<file path="src/hdl/mad_pkg.sv">
`timescale 1ns / 1ps
// ---------------------------------------------------------------------------
// mad_pkg
// Shared widths, reset values, queue depth and types for the moving average
// and deviation block.
// ---------------------------------------------------------------------------
package mad_pkg;

   // Fixed field widths
   localparam int SAMPLE_W = 32;
   localparam int LEN_W    = 7;

   // Default ring depth and register reset value
   localparam int              MAX_WINDOW_DEFAULT = 64;
   localparam logic [LEN_W-1:0] WINDOW_LEN_RESET  = 7'd60;

   // Depth of the queue between the front and the back end
   localparam int QUEUE_DEPTH = 4;

   // Saturation bounds of a Q16.16 word
   localparam logic signed [SAMPLE_W-1:0] SAMPLE_MAX = 32'sh7FFF_FFFF;
   localparam logic signed [SAMPLE_W-1:0] SAMPLE_MIN = 32'sh8000_0000;

   // Queue fill status
   typedef struct packed {
      logic empty;
      logic full;
   } queue_status_type;

   // Back end sequencer
   typedef enum logic [1:0] {
      BACK_IDLE,
      BACK_DIVIDE,
      BACK_FINISH,
      BACK_DELIVER
   } back_state_type;

endpackage

</file>
<file path="src/hdl/mad_front.sv">
`timescale 1ns / 1ps
// ---------------------------------------------------------------------------
// mad_front
// Sample ring, running total, write pointer and window length register.
// Accepts samples, works out the divisor and queues each updated total.
// ---------------------------------------------------------------------------
module mad_front #(
   parameter int  MAX_WINDOW = mad_pkg::MAX_WINDOW_DEFAULT,
   localparam int CNT_W      = $clog2(MAX_WINDOW) + 1,
   localparam int TOTAL_W    = mad_pkg::SAMPLE_W + $clog2(MAX_WINDOW)
) (
   input  logic                                clock,
   input  logic                                reset,
   input  logic                                csr_valid,
   output logic                                csr_ready,
   input  logic [mad_pkg::LEN_W-1:0]           csr_window_len,
   input  logic                                req_push,
   output logic                                req_full,
   input  logic signed [mad_pkg::SAMPLE_W-1:0] req_sample,
   output logic                                q_push,
   output logic signed [TOTAL_W-1:0]           q_total,
   output logic signed [mad_pkg::SAMPLE_W-1:0] q_sample,
   output logic [CNT_W-1:0]                    q_divisor,
   input  logic                                q_pop
);
   import mad_pkg::*;

   localparam int ADDR_W = $clog2(MAX_WINDOW);
   localparam int CMP_W  = (CNT_W > LEN_W) ? CNT_W : LEN_W;
   localparam int CRED_W = $clog2(QUEUE_DEPTH + 1);

   logic signed [SAMPLE_W-1:0] ring_ff [MAX_WINDOW];
   logic signed [SAMPLE_W-1:0] rd_ff;

   logic [LEN_W-1:0]           window_len_ff, window_len_in;
   logic                       clr_ff, clr_in;
   logic [ADDR_W-1:0]          clr_addr_ff, clr_addr_in;
   logic [ADDR_W-1:0]          ptr_ff, ptr_in;
   logic                       win_full_ff, win_full_in;
   logic                       s1_valid_ff, s1_valid_in;
   logic signed [SAMPLE_W-1:0] s1_sample_ff;
   logic [CNT_W-1:0]           s1_div_ff;
   logic signed [TOTAL_W-1:0]  total_ff, total_in;
   logic [CRED_W-1:0]          credit_ff, credit_in;

   logic                       accept;
   logic [CMP_W-1:0]           len_wide;
   logic [CNT_W-1:0]           eff_len;
   logic [CNT_W-1:0]           ptr_inc;
   logic [CNT_W-1:0]           divisor;
   logic                       wrap;
   logic                       mem_we;
   logic [ADDR_W-1:0]          mem_addr;
   logic signed [SAMPLE_W-1:0] mem_wdata;

   // Handshakes
   assign csr_ready = 1'b1;
   assign req_full  = clr_ff || (credit_ff == CRED_W'(QUEUE_DEPTH));
   assign accept    = req_push && !req_full;

   // Clamp the window length and work out pointer advance and divisor
   always_comb begin
      len_wide = CMP_W'(window_len_ff);
      if (len_wide >= CMP_W'(MAX_WINDOW)) begin
         eff_len = CNT_W'(MAX_WINDOW);
      end else if (window_len_ff == '0) begin
         eff_len = CNT_W'(1);
      end else begin
         eff_len = CNT_W'(window_len_ff);
      end
      ptr_inc = {1'b0, ptr_ff} + CNT_W'(1);
      divisor = win_full_ff ? eff_len : ptr_inc;
      wrap    = (ptr_inc >= eff_len);
   end

   // Next state of control and the running total
   always_comb begin
      window_len_in = csr_valid ? csr_window_len : window_len_ff;

      clr_in      = clr_ff;
      clr_addr_in = clr_addr_ff;
      if (clr_ff) begin
         clr_addr_in = clr_addr_ff + ADDR_W'(1);
         if (clr_addr_ff == ADDR_W'(MAX_WINDOW - 1)) begin
            clr_in = 1'b0;
         end
      end

      ptr_in      = ptr_ff;
      win_full_in = win_full_ff;
      if (accept) begin
         ptr_in      = wrap ? '0 : ptr_inc[ADDR_W-1:0];
         win_full_in = win_full_ff | wrap;
      end

      s1_valid_in = accept;

      total_in = total_ff;
      if (s1_valid_ff) begin
         total_in = total_ff + TOTAL_W'(s1_sample_ff) - TOTAL_W'(rd_ff);
      end

      credit_in = credit_ff + CRED_W'(accept) - CRED_W'(q_pop);
   end

   // Ring write port: zero sweep after reset, then one sample per transfer
   assign mem_we    = clr_ff || accept;
   assign mem_addr  = clr_ff ? clr_addr_ff : ptr_ff;
   assign mem_wdata = clr_ff ? '0 : req_sample;

   // Ring memory, old entry read out as the new one goes in
   always_ff @(posedge clock) begin
      if (mem_we) begin
         ring_ff[mem_addr] <= mem_wdata;
      end
      rd_ff <= ring_ff[ptr_ff];
   end

   // Stage payload
   always_ff @(posedge clock) begin
      if (accept) begin
         s1_sample_ff <= req_sample;
         s1_div_ff    <= divisor;
      end
   end

   // Control registers
   always_ff @(posedge clock) begin
      if (reset) begin
         window_len_ff <= WINDOW_LEN_RESET;
         clr_ff        <= 1'b1;
         clr_addr_ff   <= '0;
         ptr_ff        <= '0;
         win_full_ff   <= 1'b0;
         s1_valid_ff   <= 1'b0;
         total_ff      <= '0;
         credit_ff     <= '0;
      end else begin
         window_len_ff <= window_len_in;
         clr_ff        <= clr_in;
         clr_addr_ff   <= clr_addr_in;
         ptr_ff        <= ptr_in;
         win_full_ff   <= win_full_in;
         s1_valid_ff   <= s1_valid_in;
         total_ff      <= total_in;
         credit_ff     <= credit_in;
      end
   end

   // Hand the updated total to the queue
   assign q_push    = s1_valid_ff;
   assign q_total   = total_in;
   assign q_sample  = s1_sample_ff;
   assign q_divisor = s1_div_ff;

endmodule

</file>
<file path="src/hdl/mad_queue.sv">
`timescale 1ns / 1ps
// ---------------------------------------------------------------------------
// mad_queue
// Short first-in first-out queue between the front and the back end.
// ---------------------------------------------------------------------------
module mad_queue #(
   parameter int WIDTH = 8
) (
   input  logic                      clock,
   input  logic                      reset,
   input  logic                      push,
   input  logic [WIDTH-1:0]          push_data,
   input  logic                      pop,
   output logic [WIDTH-1:0]          pop_data,
   output mad_pkg::queue_status_type status
);
   import mad_pkg::*;

   localparam int PTR_W = $clog2(QUEUE_DEPTH);
   localparam int CNT_W = $clog2(QUEUE_DEPTH + 1);

   logic [WIDTH-1:0] slots_ff [QUEUE_DEPTH];
   logic [PTR_W-1:0] wr_ptr_ff, wr_ptr_in;
   logic [PTR_W-1:0] rd_ptr_ff, rd_ptr_in;
   logic [CNT_W-1:0] count_ff, count_in;

   // Status and head of queue
   assign status.empty = (count_ff == '0);
   assign status.full  = (count_ff == CNT_W'(QUEUE_DEPTH));
   assign pop_data     = slots_ff[rd_ptr_ff];

   // Advance pointers and fill count
   always_comb begin
      wr_ptr_in = wr_ptr_ff;
      rd_ptr_in = rd_ptr_ff;
      if (push) begin
         wr_ptr_in = (wr_ptr_ff == PTR_W'(QUEUE_DEPTH - 1)) ? '0 : wr_ptr_ff + PTR_W'(1);
      end
      if (pop) begin
         rd_ptr_in = (rd_ptr_ff == PTR_W'(QUEUE_DEPTH - 1)) ? '0 : rd_ptr_ff + PTR_W'(1);
      end
      count_in = count_ff + CNT_W'(push) - CNT_W'(pop);
   end

   // Store incoming entries
   always_ff @(posedge clock) begin
      if (push) begin
         slots_ff[wr_ptr_ff] <= push_data;
      end
   end

   always_ff @(posedge clock) begin
      if (reset) begin
         wr_ptr_ff <= '0;
         rd_ptr_ff <= '0;
         count_ff  <= '0;
      end else begin
         wr_ptr_ff <= wr_ptr_in;
         rd_ptr_ff <= rd_ptr_in;
         count_ff  <= count_in;
      end
   end

endmodule

</file>
<file path="src/hdl/mad_back.sv">
`timescale 1ns / 1ps
// ---------------------------------------------------------------------------
// mad_back
// Bit-serial signed divide of the running total, saturation of the mean,
// deviation and the result output register.
// ---------------------------------------------------------------------------
module mad_back #(
   parameter int  MAX_WINDOW = mad_pkg::MAX_WINDOW_DEFAULT,
   localparam int CNT_W      = $clog2(MAX_WINDOW) + 1,
   localparam int TOTAL_W    = mad_pkg::SAMPLE_W + $clog2(MAX_WINDOW)
) (
   input  logic                                clock,
   input  logic                                reset,
   input  mad_pkg::queue_status_type           q_status,
   input  logic signed [TOTAL_W-1:0]           q_total,
   input  logic signed [mad_pkg::SAMPLE_W-1:0] q_sample,
   input  logic [CNT_W-1:0]                    q_divisor,
   output logic                                q_pop,
   output logic                                rsp_empty,
   input  logic                                rsp_pop,
   output logic signed [mad_pkg::SAMPLE_W-1:0] rsp_mean,
   output logic signed [mad_pkg::SAMPLE_W-1:0] rsp_deviation
);
   import mad_pkg::*;

   localparam int STEP_W = $clog2(TOTAL_W + 1);
   localparam int QS_W   = TOTAL_W + 1;
   localparam int DEV_W  = SAMPLE_W + 1;

   back_state_type             state_ff, state_in;
   logic                       neg_ff, neg_in;
   logic [TOTAL_W-1:0]         quo_ff, quo_in;
   logic [CNT_W-1:0]           rem_ff, rem_in;
   logic [CNT_W-1:0]           div_ff, div_in;
   logic signed [SAMPLE_W-1:0] sample_ff, sample_in;
   logic [STEP_W-1:0]          step_ff, step_in;
   logic signed [SAMPLE_W-1:0] mean_ff, mean_in;
   logic                       out_valid_ff, out_valid_in;
   logic signed [SAMPLE_W-1:0] out_mean_ff, out_mean_in;
   logic signed [SAMPLE_W-1:0] out_dev_ff, out_dev_in;

   logic [CNT_W:0]             rem_sh;
   logic [CNT_W:0]             div_ext;
   logic signed [QS_W-1:0]     quo_s;
   logic signed [DEV_W-1:0]    dev_full;
   logic                       out_load;

   // Sequencer: pop, divide one bit a cycle, saturate, deliver
   always_comb begin
      state_in     = state_ff;
      neg_in       = neg_ff;
      quo_in       = quo_ff;
      rem_in       = rem_ff;
      div_in       = div_ff;
      sample_in    = sample_ff;
      step_in      = step_ff;
      mean_in      = mean_ff;
      q_pop        = 1'b0;
      out_load     = 1'b0;
      rem_sh       = {rem_ff, quo_ff[TOTAL_W-1]};
      div_ext      = {1'b0, div_ff};
      quo_s        = neg_ff ? -$signed({1'b0, quo_ff}) : $signed({1'b0, quo_ff});
      dev_full     = DEV_W'(sample_ff) - DEV_W'(mean_ff);

      unique case (state_ff)
         BACK_IDLE: begin
            if (!q_status.empty) begin
               q_pop     = 1'b1;
               neg_in    = q_total[TOTAL_W-1];
               quo_in    = q_total[TOTAL_W-1] ? TOTAL_W'(-q_total) : TOTAL_W'(q_total);
               rem_in    = '0;
               div_in    = q_divisor;
               sample_in = q_sample;
               step_in   = '0;
               state_in  = BACK_DIVIDE;
            end
         end
         BACK_DIVIDE: begin
            // Restoring step on the magnitude
            if (rem_sh >= div_ext) begin
               rem_in = CNT_W'(rem_sh - div_ext);
               quo_in = {quo_ff[TOTAL_W-2:0], 1'b1};
            end else begin
               rem_in = rem_sh[CNT_W-1:0];
               quo_in = {quo_ff[TOTAL_W-2:0], 1'b0};
            end
            step_in = step_ff + STEP_W'(1);
            if (step_ff == STEP_W'(TOTAL_W - 1)) begin
               state_in = BACK_FINISH;
            end
         end
         BACK_FINISH: begin
            // Restore the sign and clamp the mean to 32 bits
            if (quo_s > QS_W'(SAMPLE_MAX)) begin
               mean_in = SAMPLE_MAX;
            end else if (quo_s < QS_W'(SAMPLE_MIN)) begin
               mean_in = SAMPLE_MIN;
            end else begin
               mean_in = quo_s[SAMPLE_W-1:0];
            end
            state_in = BACK_DELIVER;
         end
         BACK_DELIVER: begin
            // Hold until the output register is free
            if (!out_valid_ff || rsp_pop) begin
               out_load = 1'b1;
               state_in = BACK_IDLE;
            end
         end
         default: begin
            state_in = BACK_IDLE;
         end
      endcase
   end

   // Output register with saturated deviation
   always_comb begin
      out_valid_in = out_valid_ff;
      out_mean_in  = out_mean_ff;
      out_dev_in   = out_dev_ff;
      if (rsp_pop && out_valid_ff) begin
         out_valid_in = 1'b0;
      end
      if (out_load) begin
         out_valid_in = 1'b1;
         out_mean_in  = mean_ff;
         if (dev_full > DEV_W'(SAMPLE_MAX)) begin
            out_dev_in = SAMPLE_MAX;
         end else if (dev_full < DEV_W'(SAMPLE_MIN)) begin
            out_dev_in = SAMPLE_MIN;
         end else begin
            out_dev_in = dev_full[SAMPLE_W-1:0];
         end
      end
   end

   // Datapath registers
   always_ff @(posedge clock) begin
      neg_ff      <= neg_in;
      quo_ff      <= quo_in;
      rem_ff      <= rem_in;
      div_ff      <= div_in;
      sample_ff   <= sample_in;
      step_ff     <= step_in;
      mean_ff     <= mean_in;
      out_mean_ff <= out_mean_in;
      out_dev_ff  <= out_dev_in;
   end

   // Control registers
   always_ff @(posedge clock) begin
      if (reset) begin
         state_ff     <= BACK_IDLE;
         out_valid_ff <= 1'b0;
      end else begin
         state_ff     <= state_in;
         out_valid_ff <= out_valid_in;
      end
   end

   assign rsp_empty     = !out_valid_ff;
   assign rsp_mean      = out_mean_ff;
   assign rsp_deviation = out_dev_ff;

endmodule

</file>
<file path="src/hdl/moving_average_deviation_top.sv">
`timescale 1ns / 1ps
// ---------------------------------------------------------------------------
// moving_average_deviation_top
// Sliding-window mean of signed Q16.16 samples and each sample's deviation.
// ---------------------------------------------------------------------------
// Usage:
//   req_ channel is a queue write side: a sample transfers when req_push is
//   high and req_full is low. rsp_ channel is a queue read side: while
//   rsp_empty is low, rsp_mean and rsp_deviation hold the oldest result,
//   which transfers when rsp_pop is high. csr_window_len is written when
//   csr_valid and csr_ready are high; write it only while the block is idle.
//   A new sample is taken while req_full is low, even while the back end
//   is still dividing an earlier total. The back end takes one queued total
//   at a time, works it through the one-bit-per-cycle restoring divider and
//   delivers the result before it pops the next. A four-entry queue sits
//   between the ring update and the divider, so samples keep arriving while
//   a result waits. After reset the ring is swept to zero, one slot at a
//   time, with req_full high; the window length returns to 60. When the
//   receiver stalls, the result waits in the output register, the divider
//   holds its next result, and req_full rises once the queue is committed.
// ---------------------------------------------------------------------------
module moving_average_deviation_top #(
   parameter int MAX_WINDOW = mad_pkg::MAX_WINDOW_DEFAULT
) (
   input  logic                                clock,
   input  logic                                reset,
   input  logic                                csr_valid,
   output logic                                csr_ready,
   input  logic [mad_pkg::LEN_W-1:0]           csr_window_len,
   input  logic                                req_push,
   output logic                                req_full,
   input  logic signed [mad_pkg::SAMPLE_W-1:0] req_sample,
   output logic                                rsp_empty,
   input  logic                                rsp_pop,
   output logic signed [mad_pkg::SAMPLE_W-1:0] rsp_mean,
   output logic signed [mad_pkg::SAMPLE_W-1:0] rsp_deviation
);
   import mad_pkg::*;

   localparam int CNT_W   = $clog2(MAX_WINDOW) + 1;
   localparam int TOTAL_W = SAMPLE_W + $clog2(MAX_WINDOW);
   localparam int ENTRY_W = TOTAL_W + SAMPLE_W + CNT_W;

   logic                       q_push;
   logic                       q_pop;
   logic signed [TOTAL_W-1:0]  f_total;
   logic signed [SAMPLE_W-1:0] f_sample;
   logic [CNT_W-1:0]           f_divisor;
   logic [ENTRY_W-1:0]         q_wdata;
   logic [ENTRY_W-1:0]         q_rdata;
   queue_status_type           q_status;

   // Front end: ring, total and pointer
   mad_front #(
      .MAX_WINDOW (MAX_WINDOW)
   ) u_front (
      .clock          (clock),
      .reset          (reset),
      .csr_valid      (csr_valid),
      .csr_ready      (csr_ready),
      .csr_window_len (csr_window_len),
      .req_push       (req_push),
      .req_full       (req_full),
      .req_sample     (req_sample),
      .q_push         (q_push),
      .q_total        (f_total),
      .q_sample       (f_sample),
      .q_divisor      (f_divisor),
      .q_pop          (q_pop)
   );

   // Pack queue entries
   assign q_wdata = {f_total, f_sample, f_divisor};

   mad_queue #(
      .WIDTH (ENTRY_W)
   ) u_queue (
      .clock     (clock),
      .reset     (reset),
      .push      (q_push),
      .push_data (q_wdata),
      .pop       (q_pop),
      .pop_data  (q_rdata),
      .status    (q_status)
   );

   // Back end: divide, saturate, deliver
   mad_back #(
      .MAX_WINDOW (MAX_WINDOW)
   ) u_back (
      .clock         (clock),
      .reset         (reset),
      .q_status      (q_status),
      .q_total       (q_rdata[ENTRY_W-1 -: TOTAL_W]),
      .q_sample      (q_rdata[CNT_W +: SAMPLE_W]),
      .q_divisor     (q_rdata[CNT_W-1:0]),
      .q_pop         (q_pop),
      .rsp_empty     (rsp_empty),
      .rsp_pop       (rsp_pop),
      .rsp_mean      (rsp_mean),
      .rsp_deviation (rsp_deviation)
   );

   // Credit accounting keeps the queue from overflowing
   a_queue_no_overflow: assert property (@(posedge clock) disable iff (reset)
      q_push |-> !q_status.full)
      else $error("queue written while full");

   // Back end only pops a waiting entry
   a_queue_no_underflow: assert property (@(posedge clock) disable iff (reset)
      q_pop |-> !q_status.empty)
      else $error("queue popped while empty");

   // Ring sweep blocks input straight after reset
   a_sweep_after_reset: assert property (@(posedge clock)
      reset |=> req_full)
      else $error("input open before ring sweep");

endmodule

</file>
<file path="config.mk">
export PLATFORM = sky130hd
export DESIGN_NAME = moving_average_deviation_top
export DESIGN_NICKNAME = d
export VERILOG_FILES = /design/src/hdl/mad_pkg.sv /design/src/hdl/mad_front.sv /design/src/hdl/mad_queue.sv /design/src/hdl/mad_back.sv /design/src/hdl/moving_average_deviation_top.sv
export SDC_FILE = /design/constraint.sdc
export NUM_CORES = 2
export LEC_CHECK = 0
export BUFFER_PORTS_ARGS = -buffer_cell sky130_fd_sc_hd__buf_2
export CAP_MARGIN = 10
export CORE_MARGIN = 2
export CORE_UTILIZATION = 55
export DETAILED_ROUTE_END_ITERATION = 16
export PLACE_DENSITY = 0.8
export SYNTH_ARGS = -nofsm -noshare
export SYNTH_HDL_FRONTEND = slang
export SYNTH_SLANG_ARGS = --single-unit
export TNS_END_PERCENT = 5
</file>
<file path="constraint.sdc">
create_clock -name clock -period 5.45 [get_ports clock]
set_input_delay 1.635 -clock clock [delete_from_list [all_inputs] [get_ports clock]]
set_output_delay 1.635 -clock clock [all_outputs]
set_load 0.01 [all_outputs]
</file>
==> flow_summary.json <==
{
  "synth_ff_type": "edfxtp_1",
  "layout.cells.most_common_list": "edfxtp_1, mux4_2, clkbuf_16",
  "timing.critical_path.fanout_max": 30,
  "timing.fmax_mhz": 224.8,
  "syn_avg_cell_area_sq_um": 20.28,
  "hold_violations": 0,
  "xor_xnor_share_of_the_synthesized_area": 0.01208,
  "finalCriticalPeriod_ns": 4.449,
  "result_of_the_run": "completed",
  "design_power_total_mw": 48.06,
  "initial_antenna_violation_count": 34,
  "placedCellCount": 7973,
  "netlist_instances": 5326,
  "synth-seq-cells": 2689,
  "clkPwrFrac": 0.387,
  "synth_simple_gate_area_frac": 0.02723,
  "detailedRoute.firstIterationViolations": 7818,
  "internal_pwr_total_mw": 36.43,
  "stdcell_count": 8466,
  "io_buffers": 109,
  "clock_sinks": 2689,
  "cts_htree_levels": 5,
  "cellPowerDensity_nw_per_um2": 394.5,
  "cts_buffers": 280,
  "grt_setup_unrepaired": "no",
  "ctsRootBufferMaster": "clkbuf_16",
  "drt_wl_total_um": 282200,
  "die_height_um": 447.2,
  "routed_via_density": 6.541,
  "max-slew-margin-rel": 0.09677,
  "clock-skew-final_ns": 0.09386,
  "global_route_wire_length_before_repair_um": 406400,
  "synth_adder_area_share": 0.01974,
  "synth_edf_count": 2582,
  "synth_top_family_by_area": "multiplexers",
  "complex_gate_fraction_of_the_synthesized_area": 0.02606,
  "setup-tns-final_ns": 0,
  "initial_utilization": 0.5540,
  "synth_sequential_area_ratio": 0.7375,
  "cts_resized": 0,
  "worstSetupStartpointType": "flop",
  "seq_power_share": 0.501,
  "worst_slew_pin_slew_ns": 1.355,
  "postSynth.asyncResetShare": 0,
  "portion_of_netlist_area_occupied_by_mux_cells": 0.1601,
  "whs_ns": 0.4387,
  "final.setup.worst_slack_ns": 1.001,
  "yosys.cell_types.count": 82,
  "period_share": 0.8162,
  "clk_pin_slew_worst_paths_ns": 0.06,
  "setup_viol": 0,
  "wire_per_inst_um": 33.33,
  "comb_power_share": 0.112,
  "mostFrequentLayoutCell": "edfxtp_1",
  "design.final.nets": 5821,
  "worst-endpoint-required_ns": 6.04,
  "maxCapViolCount": 0,
  "drive_above_1_share": 0.2649,
  "place_worst_setup_slack_ns": 0.9923,
  "fp.coreArea_sq_um": 195000,
  "drc_errors": 0,
  "syn-cell-area_sq_um": 108000,
  "ant_nets": 0,
  "postCtsSetupRepairBufs": 0,
  "syn-num-nets": 5515,
  "vias_in_the_first_global_route": 55987,
  "ios": 111,
  "yosysWarnings": 0,
  "clk_latency_ns": 0.94,
  "max-clock-path-buffers": 4,
  "drt-pass1-iter-count": 6,
  "hpwl_um": 161800,
  "critical_path_class": "reg2reg",
  "place_congestion": 0.9616,
  "timing_max_transition_violations_final": 0,
  "via_count": 55376,
  "worst_voltage_drop_across_the_vdd_grid_v": 0.0004156,
  "postCtsHoldBufs": 0,
  "power.leakage_nw": 39.05,
  "worst-endpoint-arrival_ns": 5.04,
  "power.switching_fraction": 0.2419,
  "floorplan.rows": 162,
  "power.switching_mw": 11.63,
  "hold_path_class": "reg2reg",
  "die-width_um": 447.2,
  "floorplan.die_area_sq_um": 200000,
  "critPathCaptureType": "flop",
  "gr-total-overflow": 0,
  "cts_tree": "done",
  "gr-usage-all-layers": 0.2870,
  "synthToLayoutAreaGrowth_pct": 12.77,
  "largest_net_degree_at_the_start_of_global_routing": 126
}
==> final timing paths <==
| check | from | end | slack (ns) | cells past startpoint |
|---|---|---|---|---|
| worst min register to register | u_back.mean_ff[17] | u_back.rsp_mean[17] | 0.44 | 0 |
| worst max register to register | u_back.mean_ff[16] | u_back.rsp_deviation[20] | 1.00 | 11 |
| worst max-delay path | u_back.mean_ff[16] | u_back.rsp_deviation[20] | 1.00 | 11 |
| worst min-delay path | u_back.mean_ff[17] | u_back.rsp_mean[17] | 0.44 | 0 |
==> routing by layer <==
| metal | GRT usage | share of wire | vias to the layer above |
|---|---|---|---|
| met5 | 0 | 0.00042 | - |
| met4 | 0.1482 | 0.061 | 18 |
| met3 | 0.06683 | 0.11 | 714 |
| met2 | 0.4699 | 0.50 | 3880 |
| met1 | 0.3606 | 0.34 | 28537 |
| li1 | - | - | 22227 |
==> sequential cells by signal, indices dropped and copies added (netlist names), 7 cells and up, named ones only <==
name / cells
u_back.sample_ff: 32
u_front.rd_ff: 32
u_front.ring_ff: 2048
u_back.rsp_deviation: 32
u_back.mean_ff: 32
u_back.rsp_mean: 32
u_back.quo_ff: 38
u_back.div_ff: 7
u_queue.slots_ff: 308
u_front.total_ff: 38
u_front.q_divisor: 7
u_back.rem_ff: 7
u_front.q_sample: 32
u_front.len_wide: 7
==> logic make-up after synthesis <==
family,Yosys count
xor gates and xnor gates,149
buffers and inverters,487
muxes,791
and+or+nand+nor,603
AOI/OAI and AO/OA,460
adders and majority gates,146
DFF,2689
other,1
==> final cells by class <==
| class | count | area (sq um) |
|---|---|---|
| diodes | 18 | 45.04 |
| clock buffers | 340 | 7358 |
| clock inverters | 134 | 1334 |
| fillers | 12519 | 73160 |
| inverters | 240 | 900.9 |
| multi-input cells | 2150 | 27250 |
| flip-flops and latches | 2689 | 79710 |
| well taps | 2624 | 3283 |
| repair buffers | 271 | 1949 |
==> critical path, stage by stage, from the launching register on <==
cell	delay, ns
edfxtp_1	0.35
inv_1	0.05
ha_1	0.40
a21o_1	0.20
a211o_1	0.30
a41o_1	0.25
or2_2	0.28
a2111oi_0	0.85
o31a_1	0.28
or3_1	0.11
o31a_1	0.82
o21ai_0	0.22
==> power groups by stage <==
stage / clock (mW) / combinational, mW / sequential, mW
4_1_cts: 18.8 / 5.38 / 24.1
3_5_place_dp: 0 / 5.32 / 24.5
3_3_place_gp: 0 / 5.22 / 24.5
6_report: 18.6 / 5.38 / 24.1
5_1_grt: 19.5 / 5.97 / 24.1
2_1_floorplan: 0 / 4.08 / 24.2
==> synth_stat cells (5+ instances only) <==
master	n	area share
a2111oi_0	5	0.00041
a21boi_0	5	0.00035
a21o_1	38	0.0026
a21oi_1	139	0.0064
a31oi_1	18	0.0010
and2_1	43	0.0025
and3_1	13	0.00075
and4_1	5	0.00041
buf_1	62	0.0022
buf_2	12	0.00056
clkbuf_1	167	0.0058
dfxtp_1	107	0.020
edfxtp_1	2582	0.72
fa_1	41	0.0076
ha_1	104	0.012
inv_1	239	0.0083
mux2_2	13	0.0014
mux2i_1	30	0.0028
mux4_2	748	0.16
nand2_1	173	0.0060
nand2b_1	24	0.0014
nand3_1	28	0.0013
nand3b_1	5	0.00035
nand4_1	13	0.00075
nor2_1	165	0.0057
nor2b_1	60	0.0035
nor3_1	26	0.0012
nor4_1	7	0.00041
o211ai_1	13	0.00090
o21a_1	8	0.00056
o21ai_0	137	0.0063
o21ai_1	6	0.00028
o21bai_1	10	0.00069
o31ai_1	27	0.0019
or2_2	9	0.00052
or3_1	11	0.00064
xnor2_1	75	0.0061
xor2_1	74	0.0060
==> stage by stage <==
step / util / area, sq um
final: 0.6248 / 121800
after global routing: 0.6246 / 121800
after CTS: 0.6245 / 121800
after detailed placement: 0.5799 / 113100
after global placement: 0.5799 / 113100
after floorplan: - / 108000
Power figures use the tool's default switching activity.
